**src/rtl/smi_pkg.sv**
```systemverilog
// Shared types and constants of the two-axis stepper move interlock.
package smi_pkg;

  localparam int unsigned COUNT_WIDTH_DEF    = 24;
  localparam int unsigned POSITION_WIDTH_DEF = 32;
  localparam int unsigned CFG_WIDTH          = 24;
  localparam logic [CFG_WIDTH-1:0] LIMIT_RESET = '1;

  typedef enum logic [3:0] {
    K_PULSE    = 4'd0,
    K_RUN      = 4'd1,
    K_MOVE     = 4'd2,
    K_DIR      = 4'd3,
    K_HOLD     = 4'd4,
    K_POSITION = 4'd5,
    K_ESCAPE   = 4'd6,
    K_PHOTO    = 4'd7,
    K_STOP_ALL = 4'd8
  } smi_kind_e;

  typedef enum logic [1:0] {
    ST_OK     = 2'd0,
    ST_REJECT = 2'd1,
    ST_BUSY   = 2'd2
  } smi_status_e;

  typedef enum logic {
    CFG_X_LIMIT = 1'b0,
    CFG_Z_LIMIT = 1'b1
  } smi_cfg_e;

  typedef struct packed {
    logic [3:0]         kind;
    logic               axis_index;
    logic               flag;
    logic [23:0]        move_count;
    logic signed [31:0] position_value;
    logic               photo_blocked;
  } smi_in_t;

  typedef struct packed {
    logic [1:0]         status;
    logic               run_x;
    logic               run_z;
    logic               dir_x;
    logic               dir_z;
    logic               hold_x;
    logic               hold_z;
    logic signed [31:0] position_out;
    logic [23:0]        remaining_out;
    logic [23:0]        completed_out;
    logic               move_active_out;
    logic               limit_owned;
  } smi_out_t;

endpackage

```
**src/rtl/two_axis_stepper_move_interlock.sv**
```systemverilog
// Top level of the two-axis stepper move interlock: input stage and core.
// A command transfer loads the input register; when the core takes the command, the
// result register loads with the state update. Throughput: one command per cycle
// unless the output stalls; the single-pass state update sets this figure.
// Reset: asynchronous; clears the axis state except that Z starts with hold policy,
// holding and has-moved set, clears the recorded limit and both stages, and sets both
// travel limits to their largest value. No clearing pass is needed.
module two_axis_stepper_move_interlock #(
  parameter int unsigned COUNT_WIDTH    = smi_pkg::COUNT_WIDTH_DEF,
  parameter int unsigned POSITION_WIDTH = smi_pkg::POSITION_WIDTH_DEF
) (
  input  logic                          clk_i,
  input  logic                          rst_ni,
  input  logic                          cfg_we_i,
  input  logic                          cfg_index_i,
  input  logic [smi_pkg::CFG_WIDTH-1:0] cfg_wdata_i,
  input  logic                          in_valid_i,
  output logic                          in_stall_o,
  input  smi_pkg::smi_in_t              in_data_i,
  output logic                          out_valid_o,
  input  logic                          out_stall_i,
  output smi_pkg::smi_out_t             out_data_o
);
  import smi_pkg::*;

  logic    take;
  logic    s_valid;
  smi_in_t s_data;

  smi_in_reg u_in_reg (
    .clk_i      (clk_i),
    .rst_ni     (rst_ni),
    .in_valid_i (in_valid_i),
    .in_stall_o (in_stall_o),
    .in_data_i  (in_data_i),
    .take_i     (take),
    .valid_o    (s_valid),
    .data_o     (s_data)
  );

  smi_core #(
    .COUNT_WIDTH    (COUNT_WIDTH),
    .POSITION_WIDTH (POSITION_WIDTH)
  ) u_core (
    .clk_i       (clk_i),
    .rst_ni      (rst_ni),
    .cfg_we_i    (cfg_we_i),
    .cfg_index_i (cfg_index_i),
    .cfg_wdata_i (cfg_wdata_i),
    .valid_i     (s_valid),
    .data_i      (s_data),
    .take_o      (take),
    .out_valid_o (out_valid_o),
    .out_stall_i (out_stall_i),
    .out_data_o  (out_data_o)
  );

endmodule

```
**src/rtl/smi_in_reg.sv**
```systemverilog
// Input register stage that holds one command transfer until the core takes it.
module smi_in_reg (
  input  logic           clk_i,
  input  logic           rst_ni,
  input  logic           in_valid_i,
  output logic           in_stall_o,
  input  smi_pkg::smi_in_t in_data_i,
  input  logic           take_i,
  output logic           valid_o,
  output smi_pkg::smi_in_t data_o
);
  import smi_pkg::*;

  logic    valid_q, valid_d;
  smi_in_t data_q;
  logic    accept;

  assign in_stall_o = valid_q & ~take_i;
  assign accept     = in_valid_i & ~in_stall_o;

  always_comb begin
    valid_d = valid_q;
    if (accept) begin
      valid_d = 1'b1;
    end else if (take_i) begin
      valid_d = 1'b0;
    end
  end

  always_ff @(posedge clk_i or negedge rst_ni) begin
    if (!rst_ni) begin
      valid_q <= 1'b0;
    end else begin
      valid_q <= valid_d;
    end
  end

  always_ff @(posedge clk_i) begin
    if (accept) begin
      data_q <= in_data_i;
    end
  end

  assign valid_o = valid_q;
  assign data_o  = data_q;

endmodule

```
**src/rtl/smi_core.sv**
```systemverilog
// Axis state, interlock rules, travel limit registers and the result register.
module smi_core #(
  parameter int unsigned COUNT_WIDTH    = smi_pkg::COUNT_WIDTH_DEF,
  parameter int unsigned POSITION_WIDTH = smi_pkg::POSITION_WIDTH_DEF
) (
  input  logic                          clk_i,
  input  logic                          rst_ni,
  input  logic                          cfg_we_i,
  input  logic                          cfg_index_i,
  input  logic [smi_pkg::CFG_WIDTH-1:0] cfg_wdata_i,
  input  logic                          valid_i,
  input  smi_pkg::smi_in_t              data_i,
  output logic                          take_o,
  output logic                          out_valid_o,
  input  logic                          out_stall_i,
  output smi_pkg::smi_out_t             out_data_o
);
  import smi_pkg::*;

  localparam int unsigned C = COUNT_WIDTH;
  localparam int unsigned P = POSITION_WIDTH;

  logic [CFG_WIDTH-1:0] xlim_q, zlim_q;

  logic [1:0] run_q, run_d;
  logic [1:0] dir_q, dir_d;
  logic [1:0] hpol_q, hpol_d;
  logic [1:0] moved_q, moved_d;
  logic [1:0] hold_q, hold_d;
  logic [1:0] act_q, act_d;
  logic [C-1:0] rem_q [2];
  logic [C-1:0] rem_d [2];
  logic [C-1:0] cmp_q [2];
  logic [C-1:0] cmp_d [2];
  logic [P-1:0] pos_q [2];
  logic [P-1:0] pos_d [2];
  logic lrec_q, lrec_d;
  logic lax_q, lax_d;
  logic ldir_q, ldir_d;

  logic     out_valid_q;
  smi_out_t out_q, res;

  function automatic logic may_start(logic [1:0] run, logic [1:0] dir, logic a,
                                     logic photo, logic lrec, logic lax, logic ldir);
    logic ok;
    if (run[~a]) begin
      ok = 1'b0;
    end else if (!photo) begin
      ok = 1'b1;
    end else begin
      ok = lrec && (a == lax) && (dir[a] != ldir);
    end
    return ok;
  endfunction

  assign take_o = valid_i & (~out_valid_q | ~out_stall_i);

  always_comb begin
    logic        a;
    logic        photo;
    logic        sa;
    logic [31:0] cnt_ext;
    logic [C-1:0] cnt;
    logic [31:0] lim_ext;
    logic [31:0] rem_ext;
    logic [31:0] cmp_ext;
    logic [1:0]  status;

    a       = data_i.axis_index;
    photo   = data_i.photo_blocked;
    sa      = 1'b0;
    cnt_ext = 32'(data_i.move_count);
    cnt     = cnt_ext[C-1:0];
    lim_ext = 32'(a ? zlim_q : xlim_q);
    status  = ST_OK;

    run_d   = run_q;
    dir_d   = dir_q;
    hpol_d  = hpol_q;
    moved_d = moved_q;
    hold_d  = hold_q;
    act_d   = act_q;
    rem_d   = rem_q;
    cmp_d   = cmp_q;
    pos_d   = pos_q;
    lrec_d  = lrec_q;
    lax_d   = lax_q;
    ldir_d  = ldir_q;

    unique case (data_i.kind)
      K_PULSE: begin
        if (run_q[a]) begin
          pos_d[a] = dir_q[a] ? pos_q[a] - P'(1) : pos_q[a] + P'(1);
          if (act_q[a] && rem_q[a] != '0) begin
            rem_d[a] = rem_q[a] - C'(1);
            cmp_d[a] = cmp_q[a] + C'(1);
            if (rem_d[a] == '0) begin
              act_d[a]  = 1'b0;
              run_d[a]  = 1'b0;
              hold_d[a] = hpol_q[a] & moved_q[a];
            end
          end
        end
      end
      K_RUN: begin
        act_d[a] = 1'b0;
        rem_d[a] = '0;
        if (data_i.flag &&
            may_start(run_q, dir_q, a, photo, lrec_q, lax_q, ldir_q)) begin
          run_d[a]   = 1'b1;
          moved_d[a] = 1'b1;
          hold_d[a]  = 1'b0;
        end else begin
          if (data_i.flag) begin
            status = ST_BUSY;
          end
          run_d[a]  = 1'b0;
          hold_d[a] = hpol_q[a] & moved_q[a];
        end
      end
      K_MOVE: begin
        if (cnt == '0 || 32'(cnt) > lim_ext) begin
          status = ST_REJECT;
        end else begin
          act_d[a]  = 1'b0;
          rem_d[a]  = '0;
          run_d[a]  = 1'b0;
          hold_d[a] = hpol_q[a] & moved_q[a];
          dir_d[a]  = data_i.flag;
          if (!may_start(run_d, dir_d, a, photo, lrec_q, lax_q, ldir_q)) begin
            status = ST_BUSY;
          end else begin
            cmp_d[a]   = '0;
            rem_d[a]   = cnt;
            act_d[a]   = 1'b1;
            run_d[a]   = 1'b1;
            moved_d[a] = 1'b1;
            hold_d[a]  = 1'b0;
          end
        end
      end
      K_DIR: begin
        dir_d[a] = data_i.flag;
      end
      K_HOLD: begin
        hpol_d[a] = data_i.flag;
        if (!run_q[a]) begin
          hold_d[a] = data_i.flag;
          if (data_i.flag) begin
            moved_d[a] = 1'b1;
          end
        end
      end
      K_POSITION: begin
        if (run_q[a]) begin
          status = ST_REJECT;
        end else begin
          pos_d[a] = data_i.position_value[P-1:0];
        end
      end
      K_ESCAPE: begin
        if (!photo || run_q[0] || run_q[1]) begin
          status = ST_REJECT;
        end else begin
          lax_d  = a;
          ldir_d = data_i.flag;
          lrec_d = 1'b1;
        end
      end
      K_PHOTO: begin
        if (!photo) begin
          lrec_d = 1'b0;
        end else if (!lrec_q) begin
          if (run_q[0] || run_q[1]) begin
            sa         = ~run_q[0];
            lax_d      = sa;
            ldir_d     = dir_q[sa];
            lrec_d     = 1'b1;
            act_d[sa]  = 1'b0;
            rem_d[sa]  = '0;
            run_d[sa]  = 1'b0;
            hold_d[sa] = hpol_q[sa] & moved_q[sa];
          end
        end else if (run_q[lax_q] && dir_q[lax_q] == ldir_q) begin
          act_d[lax_q]  = 1'b0;
          rem_d[lax_q]  = '0;
          run_d[lax_q]  = 1'b0;
          hold_d[lax_q] = hpol_q[lax_q] & moved_q[lax_q];
        end
      end
      K_STOP_ALL: begin
        run_d   = '0;
        hold_d  = '0;
        moved_d = '0;
        act_d   = '0;
        rem_d   = '{default: '0};
      end
      default: begin
        status = ST_REJECT;
      end
    endcase

    rem_ext = 32'(rem_d[a]);
    cmp_ext = 32'(cmp_d[a]);

    res.status          = status;
    res.run_x           = run_d[0];
    res.run_z           = run_d[1];
    res.dir_x           = dir_d[0];
    res.dir_z           = dir_d[1];
    res.hold_x          = hold_d[0];
    res.hold_z          = hold_d[1];
    res.position_out    = 32'(signed'(pos_d[a]));
    res.remaining_out   = rem_ext[23:0];
    res.completed_out   = cmp_ext[23:0];
    res.move_active_out = act_d[a];
    res.limit_owned     = photo & lrec_d & (lax_d == a);
  end

  always_ff @(posedge clk_i or negedge rst_ni) begin
    if (!rst_ni) begin
      xlim_q      <= LIMIT_RESET;
      zlim_q      <= LIMIT_RESET;
      run_q       <= 2'b00;
      dir_q       <= 2'b00;
      hpol_q      <= 2'b10;
      moved_q     <= 2'b10;
      hold_q      <= 2'b10;
      act_q       <= 2'b00;
      rem_q       <= '{default: '0};
      cmp_q       <= '{default: '0};
      pos_q       <= '{default: '0};
      lrec_q      <= 1'b0;
      lax_q       <= 1'b0;
      ldir_q      <= 1'b0;
      out_valid_q <= 1'b0;
    end else begin
      if (cfg_we_i) begin
        if (cfg_index_i == CFG_X_LIMIT) begin
          xlim_q <= cfg_wdata_i;
        end else begin
          zlim_q <= cfg_wdata_i;
        end
      end
      if (take_o) begin
        run_q       <= run_d;
        dir_q       <= dir_d;
        hpol_q      <= hpol_d;
        moved_q     <= moved_d;
        hold_q      <= hold_d;
        act_q       <= act_d;
        rem_q       <= rem_d;
        cmp_q       <= cmp_d;
        pos_q       <= pos_d;
        lrec_q      <= lrec_d;
        lax_q       <= lax_d;
        ldir_q      <= ldir_d;
        out_valid_q <= 1'b1;
      end else if (!out_stall_i) begin
        out_valid_q <= 1'b0;
      end
    end
  end

  always_ff @(posedge clk_i) begin
    if (take_o) begin
      out_q <= res;
    end
  end

  assign out_valid_o = out_valid_q;
  assign out_data_o  = out_q;

  a_one_runner: assert property (@(posedge clk_i) disable iff (!rst_ni)
    !(run_q[0] && run_q[1]))
    else $error("both axes running");

  a_move_runs: assert property (@(posedge clk_i) disable iff (!rst_ni)
    ((act_q[0] -> run_q[0]) && (act_q[1] -> run_q[1])))
    else $error("counted move active on a stopped axis");

  a_move_left: assert property (@(posedge clk_i) disable iff (!rst_ni)
    ((act_q[0] -> rem_q[0] != '0) && (act_q[1] -> rem_q[1] != '0)))
    else $error("counted move active with no pulses left");

  a_hold_stopped: assert property (@(posedge clk_i) disable iff (!rst_ni)
    ((hold_q & run_q) == 2'b00))
    else $error("axis holding while running");

  a_result_drains: assert property (@(posedge clk_i) disable iff (!rst_ni)
    (out_valid_q && !out_stall_i && !take_o) |=> !out_valid_q)
    else $error("result repeated after transfer");

endmodule

```
**config.mk**
```make
export PLATFORM = sky130hd
export DESIGN_NAME = two_axis_stepper_move_interlock
export DESIGN_NICKNAME = d
export VERILOG_FILES = /design/src/rtl/smi_pkg.sv /design/src/rtl/two_axis_stepper_move_interlock.sv /design/src/rtl/smi_in_reg.sv /design/src/rtl/smi_core.sv
export SDC_FILE = /design/constraint.sdc
export NUM_CORES = 1
export LEC_CHECK = 0
export ABC_CLOCK_PERIOD_IN_PS = 13000
export BUFFER_PORTS_ARGS = -buffer_cell sky130_fd_sc_hd__buf_2
export CAP_MARGIN = 20
export CORE_MARGIN = 2
export CORE_UTILIZATION = 51
export DETAILED_ROUTE_END_ITERATION = 16
export PLACE_DENSITY = 0.7
export SYNTH_ARGS = -nofsm -noshare
export SYNTH_HDL_FRONTEND = slang
export SYNTH_SLANG_ARGS = --single-unit
```
**constraint.sdc**
```tcl
create_clock -name clk_i -period 13 [get_ports clk_i]
set_input_delay 1.3 -clock clk_i [delete_from_list [all_inputs] [get_ports clk_i]]
set_output_delay 1.3 -clock clk_i [all_outputs]
set_load 0.02 [all_outputs]
```
==> results by stage, run 1 <==
STA:
- The number of setup violations in the final report is 0.
- Setup repair after global routing left no endpoint under its margin.
- For the pin with the worst max-slew slack, the measured transition is between 1000 and 1500 ps.
- In the finished design, the share of the clock period the worst path needs comes to 46.2%.
- The number of max-slew violations in the final report is 0.
- The final number of hold-violating endpoints is 0.
- The fmax is 167 MHz.
- The worst clock skew is approximately 25 ps.
- After routing, the total negative slack on setup checks comes to 0 ps.
- The worst path needs 6000 ps of the cycle, external delays included.
- On the final layout, the worst hold slack is 509 ps.
- In this run the tightest slew margin relative to its limit is 22.1%.

Global routing:
- The global-route wire length before repair is 116 mm.
- The number of global-route vias before repair is 20.1k.
- The aggregate global routing overflow is 0.
- The largest net degree at the start of global routing is 171.
- Global routing used 31.2% of the available tracks across all layers.
- The number of antenna violations at the first check in global routing was 0.

Layout:
- The final cell count without fillers is 3087.
- The area growth from synthesis to layout is 12.7%.
- The layout net count is between 2k and 3k.
- The core occupancy in the finished layout is approximately 58%.
- The fraction of layout cells with a size suffix above 1 is 21.2%.
- The repair_antennas step left the layout with diodes totalling 0.

Synth:
- After synthesis, the most frequently instantiated cells are nand2_1, nor2_1, dfrtp_1, o21ai_0, edfxtp_1.
- The number of synthesis warnings is 0.
- Synthesis produced a netlist with a net count of 2504.
- The most common cell in the synthesized netlist is nand2_1.
- Sorting the synthesized cells by area gives the leading types as edfxtp_1, dfrtp_1, mux2_2.
- The largest total area in the synthesized netlist belongs to edfxtp_1.
- The post-synthesis cell type count is 101.
- The share of the Yosys chip area taken by registers is 44.1%.
- The dominant register cell in the synthesized netlist is dfrtp_1.
- Of the post-synthesis cell area, the dominant cell type holds 19.7%.
- In this run, synthesis inferred 153 flip-flops with an integrated enable.
- The post-synthesis instance area is roughly 23000 um2.
- The average instance in the mapped netlist occupies 9.92 um2.
- For this run, asynchronously set or reset flops after synthesis account for 59.5%.
- Counting every instance in the synthesized netlist gives 2353.
- Counting flops and latches in the post-synthesis netlist gives 378.

Hold path:
- In this run the most critical hold path is launched from u_core.pos_q[2]$_DFFE_PN0P_.
- The number of cells traversed by the worst hold path is 2.
- The tightest min-delay check is of the flip-flop to flip-flop type.
- The capture endpoint of the worst hold path is u_core.pos_q[2]$_DFFE_PN0P_.

CTS:
- The tree is rooted in a clkbuf_16.
- After clock tree synthesis, the clock-pin slew on the worst setup and hold paths is ~60 ps.
- The number of clock sinks seen by CTS is 378.
- The number of gates resized after CTS was 0.
- The CTS buffer count is 44.
- Buffers inserted to repair hold after CTS numbered 0.
- Post-CTS timing repair inserted 0 buffers for setup.
- For the worst-skew pair, the clock arrives at the later sink with an insertion delay of around 600 ps.
- The maximum count of clock buffers along a single path is 3.
- The maximum level of the CTS H-tree is 2.
- TritonCTS built the clock tree.

Power and ir drop:
- The combinational power share is 33.0%.
- The internal power contribution is around 2.9 mW.
- The clock share of power is 30.3%.
- For this design the ratio of total power to cell area is 173 nW/um2.
- The total net switching power is between 1.5 and 2 mW.
- Of the total power, the share spent switching nets is 35.9%.
- For this design the static power due to leakage is about 11 nW.
- The largest vdd supply drop is 0.000119 V.
- Of the total power, registers draw 36.7%.

Routing:
- The total routed wirelength is 74.5 mm.
- The number of remaining DRC errors is 0.
- The number of DRC violations after detailed-routing iteration 0 is 2167.
- The via count normalized by instance count is 6.63.
- The detail-routed net length per standard cell is about 24 um.
- Summing over every cut layer, the via total after detailed routing is ~20k.
- The detail route stage leaves a number of antenna-violating nets equal to 0.
- The total iterations of the first detailed-routing run is 9.

Critical path:
- The setup check on the worst reg-to-reg path leaves a slack of 7000 ps.
- The critical register-to-register path startpoint is u_in_reg.data_o[58]$_DFFE_PP_.
- The critical path starts at u_in_reg.data_o[58]$_DFFE_PP_.
- The largest individual stage delay along the critical path comes from the cell buf_4.
- STA puts the critical path data required time at 13470 ps.
- The delay contributed by the slowest stage of the critical path is ~700 ps.
- The arrival time of the worst setup path is around 6500 ps.
- The cell repeated most along the worst path is buf_4.
- The element type at the critical path end is a flip-flop.
- Of all nets on the critical path, the largest fanout is 170.
- Traced cell by cell, the critical path runs through buf_4, buf_12, or3b_1, a222oi_1, buf_4, and4_1, a221oi_4, buf_4, nand2_1, buf_4, o2111ai_1, buf_4, or2_1, a22o_1.
- The type of element launching the critical path is a flip-flop.
- Measured in cells, the most critical reg-to-reg path has a length of 14.
- The path type of the worst setup path is flip-flop to flip-flop.
- The capture point of the worst reg-to-reg path is u_core.cmp_q[19]$_DFFE_PN0P_.

Floorplanning:
- The die area is about 48000 um2.
- The floorplan has 78 rows.
- From bottom edge to top edge, the die measures between 200 and 250 um.
- 185 I/O pins were placed.
- The core area is 45300 um2.
- In this run the horizontal extent of the chip is ~220 um.
- For this configuration, the core starts out at a cell density of 51.6%.

Placed design:
- Buffers placed on the I/O ports in this run total 184.
- Detailed placement finished with a half-perimeter wire length of 49.5 mm.
- The final estimated routing congestion in global placement is ~0.98.
- The number of placed instances, taps included is 3004.

Job:
- The tool flagged a number of max-cap violations equal to 0.

Status:
- The flow ran to the end, and the final reports show no timing, DRC or antenna violations.
==> metrics by stage <==
stage | instance area (um2) | worst slack (ps) | total power [mW]
global placement | 24700 | 7150 | 3.10
CTS | 26300 | 6880 | 4.54
global route | 26300 | 6620 | 4.79
detailed placement | 24700 | 6890 | 3.15
floorplan | 23400 | 7440 | 2.73
finish | 26300 | 7000 | 4.55
==> final cells by class <==
cell class	count	area, um2
well taps	600	751
repair buffers	227	1290
clock buffers	60	1280
multi-input cells	1773	12300
clock inverters	21	322
flip-flops and latches	378	10300
inverters	28	111
fillers	3821	19000
==> how the worst max path moves through the flow <==
| stage | end | slack (ps) | cells past startpoint |
|---|---|---|---|
| 2_1_floorplan | u_core.out_data_o[28]$_DFFE_PP_ | 7440 | 24 |
| 3_3_place_gp | u_core.out_data_o[32]$_DFFE_PP_ | 7150 | 14 |
| 3_5_place_dp | u_core.out_data_o[32]$_DFFE_PP_ | 6890 | 14 |
| 4_1_cts | u_core.out_data_o[32]$_DFFE_PP_ | 6880 | 14 |
| 5_1_grt | u_core.out_data_o[78]$_DFFE_PP_ | 6620 | 15 |
| 6_report | u_core.cmp_q[19]$_DFFE_PN0P_ | 7000 | 14 |
==> power groups by stage <==
| stage | clock (mW) | combinational (mW) | sequential [mW] |
|---|---|---|---|
| 2_1_floorplan | 0 | 1.08 | 1.65 |
| 3_3_place_gp | 0 | 1.43 | 1.67 |
| 3_5_place_dp | 0 | 1.47 | 1.68 |
| 4_1_cts | 1.40 | 1.48 | 1.66 |
| 5_1_grt | 1.45 | 1.65 | 1.69 |
| 6_report | 1.38 | 1.50 | 1.67 |
==> layout by cell type, fill, tap and decap left out, types with 24 or more instances in the layout <==
| cell type | instances |
|---|---|
| clkbuf_16 | 47 |
| ha_1 | 57 |
| a22o_1 | 55 |
| a211oi_1 | 25 |
| inv_1 | 26 |
| a31oi_1 | 40 |
| mux2_2 | 128 |
| dfstp_2 | 51 |
| a21o_1 | 26 |
| dfrtp_1 | 174 |
| nand4_1 | 24 |
| buf_2 | 183 |
| nor3_1 | 54 |
| o21ai_0 | 162 |
| xor2_1 | 29 |
| a221oi_1 | 49 |
| a22oi_1 | 47 |
| a21oi_1 | 141 |
| buf_4 | 40 |
| nor2_1 | 185 |
| mux2i_1 | 88 |
| nand2_1 | 192 |
| xnor2_1 | 47 |
| nand3_1 | 48 |
| edfxtp_1 | 153 |
==> critical path: cells and delay by family, from the launching register on <==
family	cells	cell delay, ps
buffers and inverters	6	2520
and+or+nand+nor	4	1880
DFF	1	320
AOI/OAI and AO/OA	4	1050
==> state kept, by name (all words and copies together) (netlist names), 2 cells and up <==
name,cells
u_core.act_q,2
u_core.cmp_q,48
u_core.dir_q,2
u_core.hold_q,2
u_core.hpol_q,2
u_core.moved_q,2
u_core.out_data_o,90
u_core.pos_q,64
u_core.rem_q,48
u_core.run_q,2
u_core.xlim_q,24
u_core.zlim_q,24
u_in_reg.data_o,63
==> per-layer routing <==
metal,global-route usage [%],share of wire [%],up-vias
met3,5.89,8.2,176
met2,49.9,47,978
met5,0,0,-
li1,-,-,9190
met4,11.8,3.4,0
met1,42.1,42,10111
==> kinds of logic (layout without fill, tap and decap cells) <==
family	after synthesis	in the layout	share of synthesized area, %
buffers and inverters	202	336	3.67
XOR/XNOR	77	77	2.92
multiplexers	216	216	9.94
AO/OA/AOI/OAI	728	728	21.5
flip-flops	378	378	44.1
AND/OR/NAND/NOR	692	692	14.7
adder cells (fa/ha/maj)	60	60	3.23
(Power assumes the default switching activity.)
==> run 2: changes to the inputs <==
--- a/config.mk
+++ b/config.mk
@@ -5,7 +5,7 @@
 export SDC_FILE = /design/constraint.sdc
 export NUM_CORES = 1
 export LEC_CHECK = 0
-export ABC_CLOCK_PERIOD_IN_PS = 13000
+export ABC_CLOCK_PERIOD_IN_PS = 5960
 export BUFFER_PORTS_ARGS = -buffer_cell sky130_fd_sc_hd__buf_2
 export CAP_MARGIN = 20
 export CORE_MARGIN = 2
==> constraint.sdc (replaced) <==
create_clock -name clk_i -period 5.96 [get_ports clk_i]
set_input_delay 0.596 -clock clk_i [delete_from_list [all_inputs] [get_ports clk_i]]
set_output_delay 0.596 -clock clk_i [all_outputs]
set_load 0.02 [all_outputs]
==> run 2 against run 1 <==
  * The run now ends with hold timing left
  * Die area unchanged
  * First-iteration DRC count up 17%
  * Power rose by 110%
  * Critical path depth is 1 lower
  * Maximum frequency rose by 13%
  * Core utilization fell by 0.19 points
  * Routed wire length grew 0.79%
  * Critical endpoint is now u_core.out_data_o[86]$_DFFE_PP_
==> results by stage, run 2 (synthesis gave the netlist of run 1 again) <==
Floorplanning:
- The die covers 47500 um2.
- The core region is 45300 um2.
- The effective utilization at floorplan is 51.6%.
- The initialized floorplan defines between 70 and 80 standard-cell rows.
- The boundary pin count is between 150 and 200.
- In this run the horizontal extent of the chip is 218 um.
- The die boundary height is 218 um.

Layout:
- The area growth from synthesis to layout is 12.3%.
- 0 antenna diodes ended up in the layout.
- The post-layout instance area is between 20000 and 30000 um2.
- For this run, the post-layout net count is 2611.
- Once layout is complete, the utilization of the core stands at 57.9%.
- Leaving out fill and tap cells, the most frequent cells in the layout are nand2_1, nor2_1, buf_2.
- The finished layout holds 3096 standard cells, fillers aside.
- The fraction of layout cells with a size suffix above 1 is 21.3%.
- The library cell used most frequently in the layout, excluding fill and tap cells, is nand2_1.
- The register with the most flip-flops in the layout has 90 of them.

Routing:
- The count of nets left with antenna violations after detail routing is 0.
- The via count normalized by instance count is 6.58.
- The routed length on met2 is between 30 and 40 mm.
- After detailed routing, the wire length on met1 is 31.9 mm.
- Before antenna repair, the detailed router went through 6 iterations.
- The total routed wirelength is 75.1 mm.
- After detailed routing, no signal wire sits above met4.
- The wire length on met3 is 5.65 mm.
- The total vias in the final route is 20.4k.
- For this run, design rule violations remaining after detail routing come to 0.
- The number of DRC violations after detailed-routing iteration 0 is 2535.
- The detail-routed net length per standard cell is 24.3 um.

Job:
- The tool flagged a number of max-cap violations equal to 0.

Global routing:
- The number of antenna violations at the first check in global routing is 0.
- The aggregate global routing overflow is 0.
- The first global-routing pass estimated 116 mm of wire.
- For this run, the total global-route usage over all layers was measured as between 30% and 40%.
- The number of global-route vias before repair came to approximately 20k.
- The largest net degree at the start of global routing is 137.

STA:
- The final number of hold-violating endpoints is 7.
- In the finished design, the share of the clock period the worst path needs comes to 88.9%.
- Headroom to the max-slew limit came out at 33.3%.
- The number of max-slew violations in the final report came to 0.
- The total negative setup slack is 0 ps.
- The slack of the critical path is 659 ps.
- The final hold slack is -18.0 ps.
- The slew of the pin with the lowest slew margin is 996 ps.
- Setup repair after global routing left no endpoint under its margin.
- Clock skew on the completed layout was measured at 12.1 ps.
- For this run, the top clock speed supported by timing is 189 MHz.
- The clock period minus worst slack is around 5300 ps.
- Setup violations remaining at the end of the flow were counted as 0.

Power and ir drop:
- Dividing total power by cell area gives a power density of 367 nW/um2.
- The total design power is 9.64 mW.
- Sequential cells account for 37.9% of the total power.
- The combinational power share is between 30% and 40%.
- Of the total power, the clock network draws 27.9%.
- For this design the static power due to leakage is 10.6 nW.
- The proportion of total power due to net switching is 37.0%.
- IR analysis of the VDD net gives a maximum drop of 0.000324 V.
- The internal power contribution is 6.07 mW.
- Summed over all nets, the switching power comes to 3.57 mW.

Critical path:
- The worst setup path is launched from a flip-flop.
- The critical path goes through buf_12, mux2_2, inv_1, ha_1, nor4b_1, or2_2, nand4_1, xnor2_1, a2111oi_0, and4_1, a21oi_1, a211oi_1, nor2_1.
- Data on the critical path is required at its endpoint by 6290 ps.
- The element type at the critical path end is a flip-flop.
- The setup path with the least slack is of type flip-flop to flip-flop.
- The largest individual stage delay along the critical path comes from the cell a2111oi_0.
- The number of cells on the worst reg-to-reg path is 13.
- The arrival time of the worst setup path is 5640 ps.
- On the worst path, the slowest cell contributes a delay of 670 ps.
- Of all nets on the critical path, the largest fanout is 117.

Placed design:
- The post-detailed-placement cell area is approximately 25000 um2.
- Once placement completed, the tool counted placed cells totaling 3011.
- The final estimated routing congestion in global placement is ~0.93.
- OpenSTA, run right after detailed placement, puts the worst setup slack at 732 ps.
- The count of buffers inserted at the top-level ports is 184.
- The HPWL after detailed placement is about 51 mm.

CTS:
- The TritonCTS clock tree is built.
- The root buffer cell is clkbuf_16.
- In this run, post-CTS repair resized a total of 0 instances.
- The buffer count from post-CTS setup fixing is 0.
- The number of clock sinks seen by CTS is 378.
- The CTS buffer count is 44.
- In this run, post-CTS hold repair placed 0 buffers.
- The maximum level of the CTS H-tree is 2.
- The clock edge transition at the registers on the reported setup and hold paths is 60 ps.
- The clock latency at the later pin of the worst-skew pair is 600 ps.
- The maximum count of clock buffers along a single path is 3.

Status:
- The run finished, with violations left.
- The final reports fail on hold timing.

Hold path:
- The worst hold path belongs to the class primary input to asynchronous set/reset pin.
run 2: changes by cell type in the layout (fill, tap and decap cells not counted), moves of 2 or more:
| cell | previous run | this run |
|---|---|---|
| buf_12 | 1 | 3 |
| buf_4 | 40 | 46 |
| bufinv_16 | 7 | 3 |
| clkbuf_16 | 47 | 44 |
| clkbuf_8 | 6 | 2 |
| clkinv_1 | 1 | 7 |
| clkinv_2 | 7 | 11 |
| inv_6 | 2 | 4 |
run 2: area by class of cell:
cell class              instances  area, um2
clock buffers                  53       1150
repair buffers                235       1390
flip-flops and latches        378      10300
multi-input cells            1773      12300
inverters                      28        111
well taps                     600        751
fillers                      3947      19100
clock inverters                29        265
run 2: path summary, 6_finish.rpt:
check / from / endpoint / slack (ps)
worst min register to register: u_core.pos_q[17]$_DFFE_PN0P_ / u_core.pos_q[17]$_DFFE_PN0P_ / 520
worst min-delay path: rst_ni / u_core.rem_q[18]$_DFFE_PN0P_ / -20
max in group asynchronous: rst_ni / u_core.ldir_q$_DFFE_PN0P_ / 4730
worst max-delay path: u_in_reg.data_o[58]$_DFFE_PP_ / u_core.out_data_o[86]$_DFFE_PP_ / 660
worst max register to register: u_in_reg.data_o[58]$_DFFE_PP_ / u_core.out_data_o[86]$_DFFE_PP_ / 660
min in group clk_i: in_data_i[43] / u_in_reg.data_o[43]$_DFFE_PP_ / 180
run 2: critical path: cells and delay by family (launching register included):
family / cells / cell delay (ps)
AO/OA/AOI/OAI: 3 / 1120
XOR/XNOR: 1 / 240
adder cells (fa/ha/maj): 1 / 290
buffers and inverters: 2 / 640
flip-flops: 1 / 540
multiplexers: 1 / 440
AND/OR/NAND/NOR: 5 / 1730
run 2: power groups by stage:
stage | Sequential (mW) | Clock (mW) | Combinational, mW
2_1_floorplan | 3.61 | 0 | 2.35
3_3_place_gp | 3.65 | 0 | 3.15
3_5_place_dp | 3.67 | 0 | 3.22
4_1_cts | 3.63 | 2.72 | 3.24
5_1_grt | 3.69 | 2.83 | 3.63
6_report | 3.65 | 2.69 | 3.30
run 2: routing by layer:
layer	track usage (%)	up-vias
met3	4.92	178
met2	50.5	979
met5	0	-
met1	42.6	10008
met4	12.2	0
li1	-	9219
